[src/rtl/crsha_pkg.sv]
// Shared types and constants for the CAN reply scheduler.
package crsha_pkg;
  localparam int RX_DEPTH  = 4;
  localparam int HIT_DEPTH = 4;
  localparam int RX_AW  = $clog2(RX_DEPTH);
  localparam int HIT_AW = (HIT_DEPTH > 1) ? $clog2(HIT_DEPTH) : 1;
  localparam int HIT_CW = $clog2(HIT_DEPTH + 1);

  localparam logic [1:0] REQ_TICK  = 2'd0;
  localparam logic [1:0] REQ_HIT   = 2'd1;
  localparam logic [1:0] REQ_FRAME = 2'd2;
  localparam logic [1:0] REQ_FAULT = 2'd3;

  localparam logic [2:0] RXK_STATUS = 3'd1;
  localparam logic [2:0] RXK_NODEID = 3'd2;
  localparam logic [2:0] RXK_LED    = 3'd3;
  localparam logic [2:0] RXK_ACK    = 3'd4;

  localparam logic [2:0] TXK_NONE   = 3'd0;
  localparam logic [2:0] TXK_RESET  = 3'd1;
  localparam logic [2:0] TXK_INIT   = 3'd2;
  localparam logic [2:0] TXK_STATUS = 3'd3;
  localparam logic [2:0] TXK_NODEID = 3'd4;
  localparam logic [2:0] TXK_ACK    = 3'd5;
  localparam logic [2:0] TXK_FAULT  = 3'd6;
  localparam logic [2:0] TXK_HIT    = 3'd7;

  localparam logic [2:0] REG_CAUSE = 3'd0;
  localparam logic [2:0] REG_FAULT = 3'd1;
  localparam logic [2:0] REG_INIT  = 3'd2;
  localparam logic [2:0] REG_COMM  = 3'd3;
  localparam logic [2:0] REG_HIT   = 3'd4;

  typedef enum logic [2:0] {
    ST_IDLE, ST_ENQ, ST_TICK, ST_DRAIN, ST_LOW, ST_OUT
  } state_t;

  typedef struct packed {
    logic [1:0]  req_type;
    logic [31:0] now_ms;
    logic        node_ready;
    logic        node_task_busy;
    logic [15:0] fault_map;
    logic        tx_ok;
    logic [2:0]  rx_kind;
    logic [3:0]  rx_dlc;
    logic [7:0]  rx_first_byte;
    logic        rx_all_zero;
    logic        led_accepted;
    logic [55:0] hit_payload;
  } req_t;

  typedef struct packed {
    logic [2:0]  tx_kind;
    logic [63:0] tx_payload;
    logic        comm_lost;
    logic        rx_dropped;
    logic        hit_dropped;
    logic [2:0]  hits_pending;
  } rsp_t;

  typedef struct packed {
    logic [7:0]  cause;
    logic [15:0] fault_period;
    logic [15:0] init_period;
    logic [15:0] comm_period;
    logic [15:0] hit_period;
  } cfg_t;

  // controller -> datapath
  typedef struct packed {
    logic load;   // capture input transaction
    logic enq;    // ring updates, comm loss
    logic top;    // reset/init decisions
    logic drain;  // pop one rx entry
    logic low;    // fault/hit decisions
  } cmd_t;

  // datapath -> controller
  typedef struct packed {
    logic is_tick;
    logic done_top;   // tick finished after top stage
    logic rx_empty;
    logic drain_hit;  // popped entry gave a reply
  } sts_t;
endpackage

[src/rtl/crsha_if.sv]
// Valid/ready channel interface.
interface crsha_if #(parameter type T = logic) ();
  logic valid;
  logic ready;
  T     data;
  modport source (output valid, output data, input ready);
  modport sink (input valid, input data, output ready);
endinterface

[src/rtl/crsha_ctrl.sv]
// Sequencing state machine.
module crsha_ctrl import crsha_pkg::*; (
  input  logic clk,
  input  logic rst,
  input  logic in_valid,
  output logic in_ready,
  output logic out_valid,
  input  logic out_ready,
  input  sts_t sts,
  output cmd_t cmd
);
  state_t state, state_next;

  always_comb begin
    state_next = state;
    unique case (state)
      ST_IDLE:  if (in_valid) state_next = ST_ENQ;
      ST_ENQ:   state_next = sts.is_tick ? ST_TICK : ST_OUT;
      ST_TICK:  state_next = sts.done_top ? ST_OUT : ST_DRAIN;
      ST_DRAIN: begin
        if (sts.rx_empty) state_next = ST_LOW;
        else if (sts.drain_hit) state_next = ST_OUT;
      end
      ST_LOW:   state_next = ST_OUT;
      ST_OUT:   if (out_ready) state_next = ST_IDLE;
      default:  state_next = ST_IDLE;
    endcase
  end

  always_comb begin
    cmd = '0;
    in_ready = 1'b0;
    out_valid = 1'b0;
    unique case (state)
      ST_IDLE:  begin in_ready = 1'b1; cmd.load = in_valid; end
      ST_ENQ:   cmd.enq = 1'b1;
      ST_TICK:  cmd.top = 1'b1;
      ST_DRAIN: cmd.drain = !sts.rx_empty;
      ST_LOW:   cmd.low = 1'b1;
      ST_OUT:   out_valid = 1'b1;
      default:  ;
    endcase
  end

  always_ff @(posedge clk) begin
    if (rst) state <= ST_IDLE;
    else state <= state_next;
  end

  a_one_hs: assert property (@(posedge clk) disable iff (rst) !(in_ready && out_valid))
    else $error("input and output both open");
  a_out_hold: assert property (@(posedge clk) disable iff (rst)
    out_valid && !out_ready |=> out_valid) else $error("result dropped");
  a_load: assert property (@(posedge clk) disable iff (rst)
    cmd.load |=> state == ST_ENQ) else $error("load lost");
endmodule

[src/rtl/crsha_dp.sv]
// Rings, timers and frame selection datapath.
module crsha_dp import crsha_pkg::*; (
  input  logic clk,
  input  logic rst,
  input  cmd_t cmd,
  input  req_t req_in,
  input  cfg_t cfg,
  output sts_t sts,
  output rsp_t rsp
);
  req_t r;
  logic [11:0] rx_ring [RX_DEPTH];
  logic [63:0] hit_ring [HIT_DEPTH];
  logic [RX_AW-1:0] rx_wp, rx_rp;
  logic [HIT_AW-1:0] hit_wp, hit_rp;
  logic [HIT_CW-1:0] hit_cnt;
  logic [7:0] hit_seq;
  logic [31:0] at_time [4];
  logic [3:0] at_valid;
  logic [31:0] last_fault_time, last_req_time;
  logic [15:0] last_fault;
  logic init_pend, reset_pend, attempted;
  logic [2:0] kind;
  logic [63:0] payload;
  logic lost, rx_drop, hit_drop;

  function automatic logic [RX_AW-1:0] rx_inc(input logic [RX_AW-1:0] p);
    return (p == RX_AW'(RX_DEPTH - 1)) ? '0 : p + 1'b1;
  endfunction
  function automatic logic [HIT_AW-1:0] hit_inc(input logic [HIT_AW-1:0] p);
    return (p == HIT_AW'(HIT_DEPTH - 1)) ? '0 : HIT_AW'(p + 1'b1);
  endfunction

  logic [3:0] exp_t;
  always_comb begin
    for (int i = 0; i < 4; i++) exp_t[i] = !at_valid[i];
    if (r.now_ms - at_time[0] >= {16'd0, cfg.init_period}) exp_t[0] = 1'b1;
    if (r.now_ms - at_time[1] >= {16'd0, cfg.init_period}) exp_t[1] = 1'b1;
    if (r.now_ms - at_time[2] >= {16'd0, cfg.fault_period}) exp_t[2] = 1'b1;
    if (r.now_ms - at_time[3] >= {16'd0, cfg.hit_period}) exp_t[3] = 1'b1;
  end

  logic fvalid;
  always_comb begin
    unique case (r.rx_kind)
      RXK_STATUS: fvalid = (r.rx_dlc == 4'd0) || (r.rx_dlc == 4'd8 && r.rx_all_zero);
      RXK_NODEID: fvalid = r.rx_dlc == 4'd0;
      RXK_LED:    fvalid = r.rx_dlc == 4'd8;
      RXK_ACK:    fvalid = r.rx_dlc == 4'd1;
      default:    fvalid = 1'b0;
    endcase
  end

  logic [11:0] rx_e;
  logic rx_reply;
  logic [2:0] rx_reply_kind;
  assign rx_e = rx_ring[rx_rp];
  always_comb begin
    rx_reply = 1'b1;
    rx_reply_kind = TXK_NONE;
    case (rx_e[2:0])
      RXK_STATUS: rx_reply_kind = TXK_STATUS;
      RXK_NODEID: rx_reply_kind = TXK_NODEID;
      RXK_LED:    if (rx_e[3]) rx_reply_kind = TXK_ACK; else rx_reply = 1'b0;
      default:    rx_reply = 1'b0;
    endcase
  end

  logic fault_want;
  assign fault_want = (r.fault_map != last_fault) ||
    (r.fault_map != 16'd0 && (r.now_ms - last_fault_time >= {16'd0, cfg.fault_period}));

  // top stage decisions, seen by the controller in the same cycle
  logic top_reset, top_init;
  assign top_reset = reset_pend && cfg.cause != 8'd0 && exp_t[0];
  assign top_init  = !attempted && init_pend && exp_t[1];

  assign sts.is_tick   = r.req_type == REQ_TICK && r.node_ready;
  assign sts.done_top  = attempted || top_reset || top_init;
  assign sts.rx_empty  = rx_rp == rx_wp;
  assign sts.drain_hit = rx_reply;

  always_ff @(posedge clk) begin
    if (cmd.load) r <= req_in;
    if (cmd.enq) begin
      kind <= TXK_NONE;
      payload <= '0;
      attempted <= r.node_task_busy;
      rx_drop <= 1'b0;
      hit_drop <= 1'b0;
      lost <= (r.now_ms - last_req_time) > {16'd0, cfg.comm_period};
      if (r.req_type == REQ_HIT) begin
        if (hit_cnt >= HIT_CW'(HIT_DEPTH)) hit_drop <= 1'b1;
        else hit_ring[hit_wp] <= {r.hit_payload, hit_seq};
      end else if (r.req_type == REQ_FRAME && r.node_ready && fvalid) begin
        lost <= 1'b0;
        if (rx_inc(rx_wp) == rx_rp) rx_drop <= 1'b1;
        else rx_ring[rx_wp] <= {r.rx_first_byte, r.led_accepted, r.rx_kind};
      end
    end
    if (cmd.top) begin
      if (top_reset) begin
        kind <= TXK_RESET;
        payload <= {56'd0, cfg.cause};
        attempted <= 1'b1;
      end else if (top_init) begin
        kind <= TXK_INIT;
        attempted <= 1'b1;
      end
    end
    if (cmd.drain && rx_reply) kind <= rx_reply_kind;
    if (cmd.low) begin
      if (fault_want && exp_t[2]) begin
        kind <= TXK_FAULT;
        payload <= {48'd0, r.fault_map};
      end else if (hit_cnt != '0 && exp_t[3]) begin
        kind <= TXK_HIT;
        payload <= hit_ring[hit_rp];
      end
    end
  end

  always_ff @(posedge clk) begin
    if (rst) begin
      rx_wp <= '0; rx_rp <= '0; hit_wp <= '0; hit_rp <= '0;
      hit_cnt <= '0; hit_seq <= '0; at_valid <= '0;
      for (int i = 0; i < 4; i++) at_time[i] <= '0;
      last_fault_time <= '0; last_req_time <= '0; last_fault <= 16'hFFFF;
      init_pend <= 1'b1; reset_pend <= 1'b1;
    end else begin
      if (cmd.enq) begin
        if (r.req_type == REQ_HIT && hit_cnt < HIT_CW'(HIT_DEPTH)) begin
          hit_seq <= hit_seq + 8'd1;
          hit_wp <= hit_inc(hit_wp);
          hit_cnt <= hit_cnt + 1'b1;
        end else if (r.req_type == REQ_FRAME && r.node_ready && fvalid) begin
          last_req_time <= r.now_ms;
          if (rx_inc(rx_wp) != rx_rp) rx_wp <= rx_inc(rx_wp);
        end else if (r.req_type == REQ_FAULT) begin
          last_fault <= 16'hFFFF;
        end
      end
      if (cmd.top) begin
        if (top_reset) begin
          at_time[0] <= r.now_ms; at_valid[0] <= 1'b1;
          if (r.tx_ok) reset_pend <= 1'b0;
        end else if (top_init) begin
          at_time[1] <= r.now_ms; at_valid[1] <= 1'b1;
          if (r.tx_ok) init_pend <= 1'b0;
        end
      end
      if (cmd.drain) begin
        rx_rp <= rx_inc(rx_rp);
        if (rx_e[2:0] == RXK_ACK && hit_cnt != '0 && rx_e[11:4] == hit_ring[hit_rp][7:0]) begin
          hit_rp <= hit_inc(hit_rp);
          hit_cnt <= hit_cnt - 1'b1;
        end
      end
      if (cmd.low) begin
        if (fault_want && exp_t[2]) begin
          at_time[2] <= r.now_ms; at_valid[2] <= 1'b1;
          if (r.tx_ok) begin
            last_fault <= r.fault_map;
            last_fault_time <= r.now_ms;
          end
        end else if (hit_cnt != '0 && exp_t[3]) begin
          at_time[3] <= r.now_ms; at_valid[3] <= 1'b1;
        end
      end
    end
  end

  assign rsp.tx_kind = kind;
  assign rsp.tx_payload = payload;
  assign rsp.comm_lost = lost;
  assign rsp.rx_dropped = rx_drop;
  assign rsp.hit_dropped = hit_drop;
  assign rsp.hits_pending = 3'(hit_cnt);

  a_cnt: assert property (@(posedge clk) disable iff (rst) hit_cnt <= HIT_CW'(HIT_DEPTH))
    else $error("hit count overflow");
  a_drain: assert property (@(posedge clk) disable iff (rst)
    cmd.drain |-> rx_rp != rx_wp) else $error("drain of empty ring");
  a_ptr: assert property (@(posedge clk) disable iff (rst)
    (hit_cnt == '0) |-> hit_rp == hit_wp) else $error("hit pointers out of step");
endmodule

[src/rtl/can_reply_scheduler_hit_ack_top.sv]
// Top level of the CAN reply scheduler with hit acknowledge.
// Sequence after accept: ENQ, then OUT for a non-tick or a node not ready; a tick goes
//   ENQ, TICK, then OUT if reset/init or a busy node layer settles it, else DRAIN (a pop
//   with a reply goes to OUT; an empty ring goes to LOW, the fault/hit stage, then OUT); one rx ring pop per cycle.
// One transaction at a time: a new request is taken only after the result is taken at the output.
// Reset (rst, sync): rings empty, timers expired, init/reset pending, regs 0/100/500/300/100.
module can_reply_scheduler_hit_ack_top import crsha_pkg::*; (
  input  logic        clk,
  input  logic        rst,
  crsha_if.sink       req,
  crsha_if.source     rsp,
  input  logic        psel,
  input  logic        penable,
  input  logic        pwrite,
  input  logic [4:0]  paddr,
  input  logic [31:0] pwdata,
  output logic [31:0] prdata,
  output logic        pready
);
  cfg_t cfg;
  cmd_t cmd;
  sts_t sts;
  rsp_t rsp_d;
  logic [2:0] ridx;

  assign pready = 1'b1;
  assign ridx = paddr[4:2];

  // register write on access phase; addresses not 4-aligned still map by [4:2]
  always_ff @(posedge clk) begin
    if (rst) begin
      cfg <= '{cause: 8'd0, fault_period: 16'd100, init_period: 16'd500,
               comm_period: 16'd300, hit_period: 16'd100};
    end else if (psel && penable && pwrite) begin
      case (ridx)
        REG_CAUSE: cfg.cause <= pwdata[7:0];
        REG_FAULT: cfg.fault_period <= pwdata[15:0];
        REG_INIT:  cfg.init_period <= pwdata[15:0];
        REG_COMM:  cfg.comm_period <= pwdata[15:0];
        REG_HIT:   cfg.hit_period <= pwdata[15:0];
        default:   ;
      endcase
    end
  end

  always_comb begin
    unique case (ridx)
      REG_CAUSE: prdata = {24'd0, cfg.cause};
      REG_FAULT: prdata = {16'd0, cfg.fault_period};
      REG_INIT:  prdata = {16'd0, cfg.init_period};
      REG_COMM:  prdata = {16'd0, cfg.comm_period};
      REG_HIT:   prdata = {16'd0, cfg.hit_period};
      default:   prdata = '0;
    endcase
  end

  crsha_ctrl u_ctrl (
    .clk, .rst,
    .in_valid(req.valid), .in_ready(req.ready),
    .out_valid(rsp.valid), .out_ready(rsp.ready),
    .sts, .cmd
  );

  crsha_dp u_dp (
    .clk, .rst, .cmd, .req_in(req.data), .cfg, .sts, .rsp(rsp_d)
  );

  assign rsp.data = rsp_d;
endmodule

[src/flat_wrapper.sv]
// flat-port wrapper written by rule: the top's interface ports become plain ports
module can_reply_scheduler_hit_ack_top_flat import crsha_pkg::*;
  (clk, rst, psel, penable, pwrite, paddr, pwdata, prdata, pready, req_valid, req_data, req_ready, rsp_valid, rsp_data, rsp_ready);
  crsha_if #(.T(req_t)) req_i ();
  crsha_if #(.T(rsp_t)) rsp_i ();
  input  logic clk;
  input  logic rst;
  input  logic psel;
  input  logic penable;
  input  logic pwrite;
  input  logic [4:0] paddr;
  input  logic [31:0] pwdata;
  output logic [31:0] prdata;
  output logic pready;
  input wire logic [$bits(req_i.valid)-1:0] req_valid;
  input wire logic [$bits(req_i.data)-1:0] req_data;
  output wire logic [$bits(req_i.ready)-1:0] req_ready;
  output wire logic [$bits(rsp_i.valid)-1:0] rsp_valid;
  output wire logic [$bits(rsp_i.data)-1:0] rsp_data;
  input wire logic [$bits(rsp_i.ready)-1:0] rsp_ready;
  assign req_i.valid = req_valid;
  assign req_i.data = req_data;
  assign req_ready = req_i.ready;
  assign rsp_valid = rsp_i.valid;
  assign rsp_data = rsp_i.data;
  assign rsp_i.ready = rsp_ready;
  can_reply_scheduler_hit_ack_top u_core (.clk(clk), .rst(rst), .req(req_i), .rsp(rsp_i), .psel(psel), .penable(penable), .pwrite(pwrite), .paddr(paddr), .pwdata(pwdata), .prdata(prdata), .pready(pready));
endmodule
[config.mk]
export PLATFORM = sky130hd
export DESIGN_NAME = can_reply_scheduler_hit_ack_top_flat
export DESIGN_NICKNAME = d
export VERILOG_FILES = /design/src/rtl/crsha_pkg.sv /design/src/rtl/crsha_if.sv /design/src/rtl/crsha_ctrl.sv /design/src/rtl/crsha_dp.sv /design/src/rtl/can_reply_scheduler_hit_ack_top.sv /design/src/flat_wrapper.sv
export SDC_FILE = /design/constraint.sdc
export NUM_CORES = 1
export LEC_CHECK = 0
export BUFFER_PORTS_ARGS = -buffer_cell sky130_fd_sc_hd__buf_2
export CORE_MARGIN = 3
export CORE_UTILIZATION = 40
export DETAILED_ROUTE_END_ITERATION = 12
export GPL_TIMING_DRIVEN = 1
export PLACE_DENSITY = 0.61
export SYNTH_ARGS = -nofsm -noshare
export SYNTH_HDL_FRONTEND = slang
export SYNTH_HIERARCHICAL = 1
export SYNTH_SLANG_ARGS = --single-unit
export TNS_END_PERCENT = 100
[constraint.sdc]
create_clock -name clk -period 9.9 [get_ports clk]
set_clock_uncertainty 0.15 [all_clocks]
set_input_delay 0.495 -clock clk [delete_from_list [all_inputs] [get_ports clk]]
set_output_delay 0.495 -clock clk [all_outputs]
set_load 0.1 [all_outputs]
# Word-level counts from Yosys, hierarchy flattened
# Memory sizes are Yosys's and may differ from the RTL's. A register that Yosys moved wholly into a read port is not among the register bits.
# Index checks and enable logic that the tools add are counted.
# word_totals
register_bits	377
ram_bits	432
in_bits	170
out_inout_bits	108
wordCells	256
memories	3
# op_classes
n_addsub	13
order_cmp	8
eq_ne	34
mux	98
bitwise	8
n_reduce_logical	53
# memory_table
memory	depth	width	read_ports	rd_ports_with_merged_regs	write_ports	line	rtl
u_core.u_dp.hit_ring	4	64	1	1	1	crsha_dp.sv:13	logic [63:0] hit_ring [HIT_DEPTH];
u_core.u_dp.at_time	4	32	4	0	4	crsha_dp.sv:18	logic [31:0] at_time [4];
u_core.u_dp.rx_ring	4	12	1	1	1	crsha_dp.sv:12	logic [11:0] rx_ring [RX_DEPTH];
# op_table
op	count
two-way mux 64 bit	6
subtractor 32 bit	6
greater-or-equal comparator 32 x 16 -> 1 bit	5
two-way mux 32 bit	4
two-way mux 16 bit	7
case mux 16 bit (5 select lines)	1
two-way mux 3 bit	19
two-way mux 1 bit	49
greater-than comparator 32 x 16 -> 1 bit	1
equality test 3 x 2 -> 1 bit, second input constant	8
case mux 3 bit (6 select lines)	1
AND reduction 2 bit	9
AND reduction 3 bit	6
logical AND 1 bit	17
two-way mux 2 bit	8
!= test 16 bit	1
nonzero test 16 bit	1
equality test 3 bit, second input constant	5
equality test 2 bit, second input constant	6
equality test 3 x 1 -> 1 bit, second input constant	4
case mux 3 bit (3 select lines)	1
adder 2 x 1 -> 2 bit, second input constant	4
adder 8 x 1 -> 8 bit, second input constant	1
equality test 8 bit	1
other kinds (24)	43

# Depth between registers and ports, before layout
# An unclocked memory read counts as a cell.
# depth
ltp_word	12
depth_mapped	27
ltp_nobuf	25

# Cells and area by module
# The synthesis kept the hierarchy.
# by_module_without_submodules
mod	instances	cells_each	area_per_inst_um2	seq_area_each_um2
crsha_dp	1	3589	40342.4	20389.6
can_reply_scheduler_hit_ack_top	1	374	3613.5	1441.4
crsha_ctrl	1	34	282.8	60.1

# Worst setup path before layout
# No wires, ideal clock.
# synth_timing
path_type	flip-flop to flip-flop
startpoint	register u_core.u_ctrl.state[2]
endpoint	register u_core/u_dp/r[0] in the netlist's numbering, enable pin
setup_time_ps	498
arrival_ps	5669
required_time_ps	9252
setup_slack_ps	3583
path_stages_with_launch	4
synth_period_minus_slack_ps	6317
path_cell_list	dfxtp_1 buf_2 nor3_1 and2_1
# synth_lines
element	line	rtl
start: declaration	crsha_ctrl.sv:12	state_t state, state_next;
start signal: assignment	crsha_ctrl.sv:47	else state <= state_next;
end signal: assignment	crsha_dp.sv:84	if (cmd.load) r <= req_in;
end: declaration	crsha_dp.sv:11	req_t r;

==> qor.txt <==
Setup WS pre-CTS: 2220 ps
Sequential power share: 0.418
Die H: 339 µm
Leakage power total: 19.8 nW
Largest net degree at the start of global routing: 86
Tcrit/Tclk final: 0.775
RSZ-0062 raised after global routing: false
Initial DRC count: 2,042
Top cells by area, synth: edfxtp_1 38%, dfxtp_1 11%, ha_1 8.4%
Vias in the first global route: 32,000
Worst path cell trace: ha_1 > nor2b_1 > o31a_1 > o311ai_0 > nand2_1 > a21o_1 > a21o_1 > a21oi_1 > xnor2_1 > ha_1 > o21ai_0 > nor2_1 > nor4b_1 > o221ai_1 > a2111o_1 > a2111oi_0 > nand4_1 > nor4_1 > buf_4 > nor3b_1 > and3b_1 > and2b_1 > and2_1
Pre-antenna DRT Iters: 5
Finished Layout Cells: 5,914
Initial Util: 0.405
Post-synth EDFFs: 561
Width of the chip: 339 µm
Run status: finished, final reports clean
Yosys Warn Count: 6
Maximum VDD drop: 0.152 mV
Layout Nets: 4,829
Final Hold Fails: 0
Initial antenna violation count: 10
Hold Path Class: in2reg
Gate power share: 0.220
Endpoints failing setup: 0
Max-slew violation count: 0
Rel. slew slack: 0.255
DR vias: 32,100
P_int: 0.00649 W
Clock network fraction of total power: 0.362
Slowest cell on crit path: edfxtp_1
Root buffer cell: clkbuf_16
Area delta synth->final: 16.1%
PortBufs: 242
Crit end category: register
Final ANT Viol Nets: 0
Setup bufs post-CTS: 0
Number of buffers and inverters on the critical path: 1
Fin worst setup slack: 2220 ps
Dpl hpwl: 85,900 µm
Dominant cell type by area after synthesis: edfxtp_1
Sequential-to-total area share from yosys stat: 0.495
Top-area cell type share of the netlist area: 0.381
Dpl cells: 5,603
Max Clk Rate: 130 MHz
Min Tclk post-route: 7680 ps
Ys async rst share: 0
Crit path arrival time: 7910 ps
Total clock sinks: 813
Slew @ Worst Pin: 1120 ps
Total track usage: 0.205
Fraction of layout cells with a size suffix above 1: 0.129
Die area: 115,000 µm²
Psw: 0.00284 W
Critical path type: reg2reg
Post-route DRC: 0
Top cell family by delay on the critical path: compound AO/OA/AOI/OAI gates
WL/cell: 20.3 µm
Via/cell ratio: 5.43
Mapped Area: 44,200 µm²
CP required: 10,130 ps
Longest Clk Path Bufs: 3
Critical Path Max Stage Delay: 920 ps
First-pass GRT wire length: 186,000 µm
Critical path startpoint category: register
CTS tree: yes
Congestion Overflow GR: 0
Row cnt: 121
Final Wtd Congestion: 0.909
Core area: 109,000 µm²
TNS Setup: 0 ps
Final WL: 120,000 µm
Number of max-cap violations: 0
Sw frac: 0.304
CTS Buf Count: 91
Synth Instances: 3,997
Syn Area/Cell: 11.1 µm²
Yosys reg bits: 813
H-tree depth: 3
Post-synth cell types: 102
Worst-path fanout max: 32
Reg2reg setup slack: 2220 ps
Clock latency on the worst-skew pair: 660 ps
Pwr/cell area: 182 nW/µm²
IO Pins: 278
Ys flop type: edfxtp_1
Reg clk slew, reported paths: 60 ps
## final timing paths
path | from | endpoint | cells past startpoint
hold / removal | pwdata[14] | u_core/cfg[46] | 3
setup / recovery | u_core/u_dp/r[93] | u_core/u_dp/at_time[1][24] | 23
setup reg to reg | u_core/u_dp/r[93] | u_core/u_dp/at_time[1][24] | 23
hold reg to reg | u_core/u_dp/payload[12] | u_core/u_dp/payload[12] | 1
## logic make-up (layout without fill, tap and decap cells)
| logic type | after synthesis | after routing | synth area share |
|---|---|---|---|
| and+or+nand+nor | 1056 | 1056 | 0.123 |
| AOI/OAI and AO/OA | 919 | 919 | 0.139 |
| DFF | 813 | 813 | 0.495 |
| buffers and inverters | 500 | 922 | 0.0472 |
| adders and majority gates | 302 | 302 | 0.0864 |
| muxes | 255 | 255 | 0.0795 |
| xor gates and xnor gates | 150 | 150 | 0.0297 |
| other | 2 | 21 | 0.000170 |
## final cells by class
cell class | instances | area [µm²]
inverters | 316 | 1190
fillers | 10100 | 58000
clock inverters | 51 | 539
flip-flops and latches | 813 | 21900
well taps | 1476 | 1850
diodes | 4 | 10.0
repair buffers | 436 | 3020
multi-input cells | 2699 | 20400
clock buffers | 119 | 2480
## per-layer routing
metal / vias to the layer above / share of wire / track usage
li1: 15500 / - / -
met1: 15700 / 0.43 / 0.262
met2: 755 / 0.49 / 0.360
met3: 174 / 0.049 / 0.0297
met4: 0 / 0.027 / 0.0613
met5: - / 0 / 0
## cell usage in the layout, fill, tap and decap left out, drive strengths merged, types with 89 or more instances in the layout
cell type    instances
a21oi              234
and2               136
buf                299
clkbuf             119
dfxtp              252
dlygate4sd3        137
edfxtp             561
ha                 296
inv                318
mux2i              167
nand2              169
nand2b              89
nor2               301
o21ai              164
## power groups by stage
stage	logic, W	clock network [W]	registers, W
2_1_floorplan	0.00131	0	0.00415
3_3_place_gp	0.00199	0	0.00397
3_5_place_dp	0.00200	0	0.00398
4_1_cts	0.00206	0.00347	0.00390
5_1_grt	0.00227	0.00360	0.00392
6_report	0.00206	0.00338	0.00390
## registers in the layout, summed over array words and instances, names as in the netlist, 4 cells and up, named ones only
name / cells
u_core/u_dp/payload: 64
u_core/u_dp/last_fault: 16
u_core/u_dp/last_fault_time: 32
u_core/u_dp/rx_ring: 48
u_core/u_dp/at_time: 128
u_core/u_dp/hit_seq: 8
u_core/cfg: 72
u_core/u_dp/r: 126
u_core/u_dp/last_req_time: 32
u_core/u_dp/at_valid: 4
u_core/u_dp/hit_ring: 256
## repair_timing
item                                   4_1_cts  5_1_grt
hold buffers                               137        0
endpoints found under the hold margin      144        0
gates resized for setup                      0        0
## worst reg2reg max path, cell delays in order, from the launching register on
cell and delay [ps]:
edfxtp_1 920, ha_1 360, nor2b_1 140, o31a_1 290
o311ai_0 720, nand2_1 210, a21o_1 230, a21o_1 180
a21oi_1 160, xnor2_1 170, ha_1 280, o21ai_0 80
nor2_1 60, nor4b_1 520, o221ai_1 240, a2111o_1 340
a2111oi_0 430, nand4_1 170, nor4_1 350, buf_4 230
nor3b_1 80, and3b_1 260, and2b_1 510, and2_1 350
## cells in the mapped netlist, types with 9 or more instances
| library cell | count |
|---|---|
| a2111oi_0 | 9 |
| a31oi_1 | 43 |
| inv_1 | 315 |
| ha_1 | 296 |
| o21bai_1 | 21 |
| o21ai_0 | 149 |
| o21ai_1 | 15 |
| nor4_1 | 33 |
| nor3b_1 | 9 |
| nor2b_1 | 40 |
| nand4_1 | 60 |
| clkbuf_1 | 117 |
| a22o_1 | 56 |
| nand2b_1 | 89 |
| a211oi_1 | 42 |
| mux2i_1 | 167 |
| buf_4 | 30 |
| o21a_1 | 41 |
| a21boi_0 | 9 |
| a21o_1 | 72 |
| buf_6 | 9 |
| a22oi_1 | 34 |
| a21oi_1 | 233 |
| mux4_2 | 76 |
| dfxtp_1 | 252 |
| xnor2_1 | 83 |
| xor2_1 | 67 |
| o2111ai_1 | 15 |
| o211ai_1 | 33 |
| nand2_1 | 168 |
| a221oi_1 | 9 |
| or3_1 | 15 |
| nor2_1 | 300 |
| o22ai_1 | 25 |
| o31ai_1 | 14 |
| and3_1 | 30 |
| buf_2 | 24 |
| mux2_2 | 12 |
| and2_1 | 136 |
| nand3_1 | 63 |
| edfxtp_1 | 561 |
| a311oi_1 | 9 |
| nor3_1 | 57 |
## per-stage QoR
stage                util  instance area, µm²  total power, W  hold slack [ps]
finish              0.470               51300         0.00933             56.4
global route        0.470               51300         0.00979             49.9
CTS                 0.470               51300         0.00943             11.4
detailed placement  0.429               46900         0.00598              284
global placement    0.429               46900         0.00596              278
floorplan               -               44300         0.00546              268
Power figures use the tool's default switching activity.
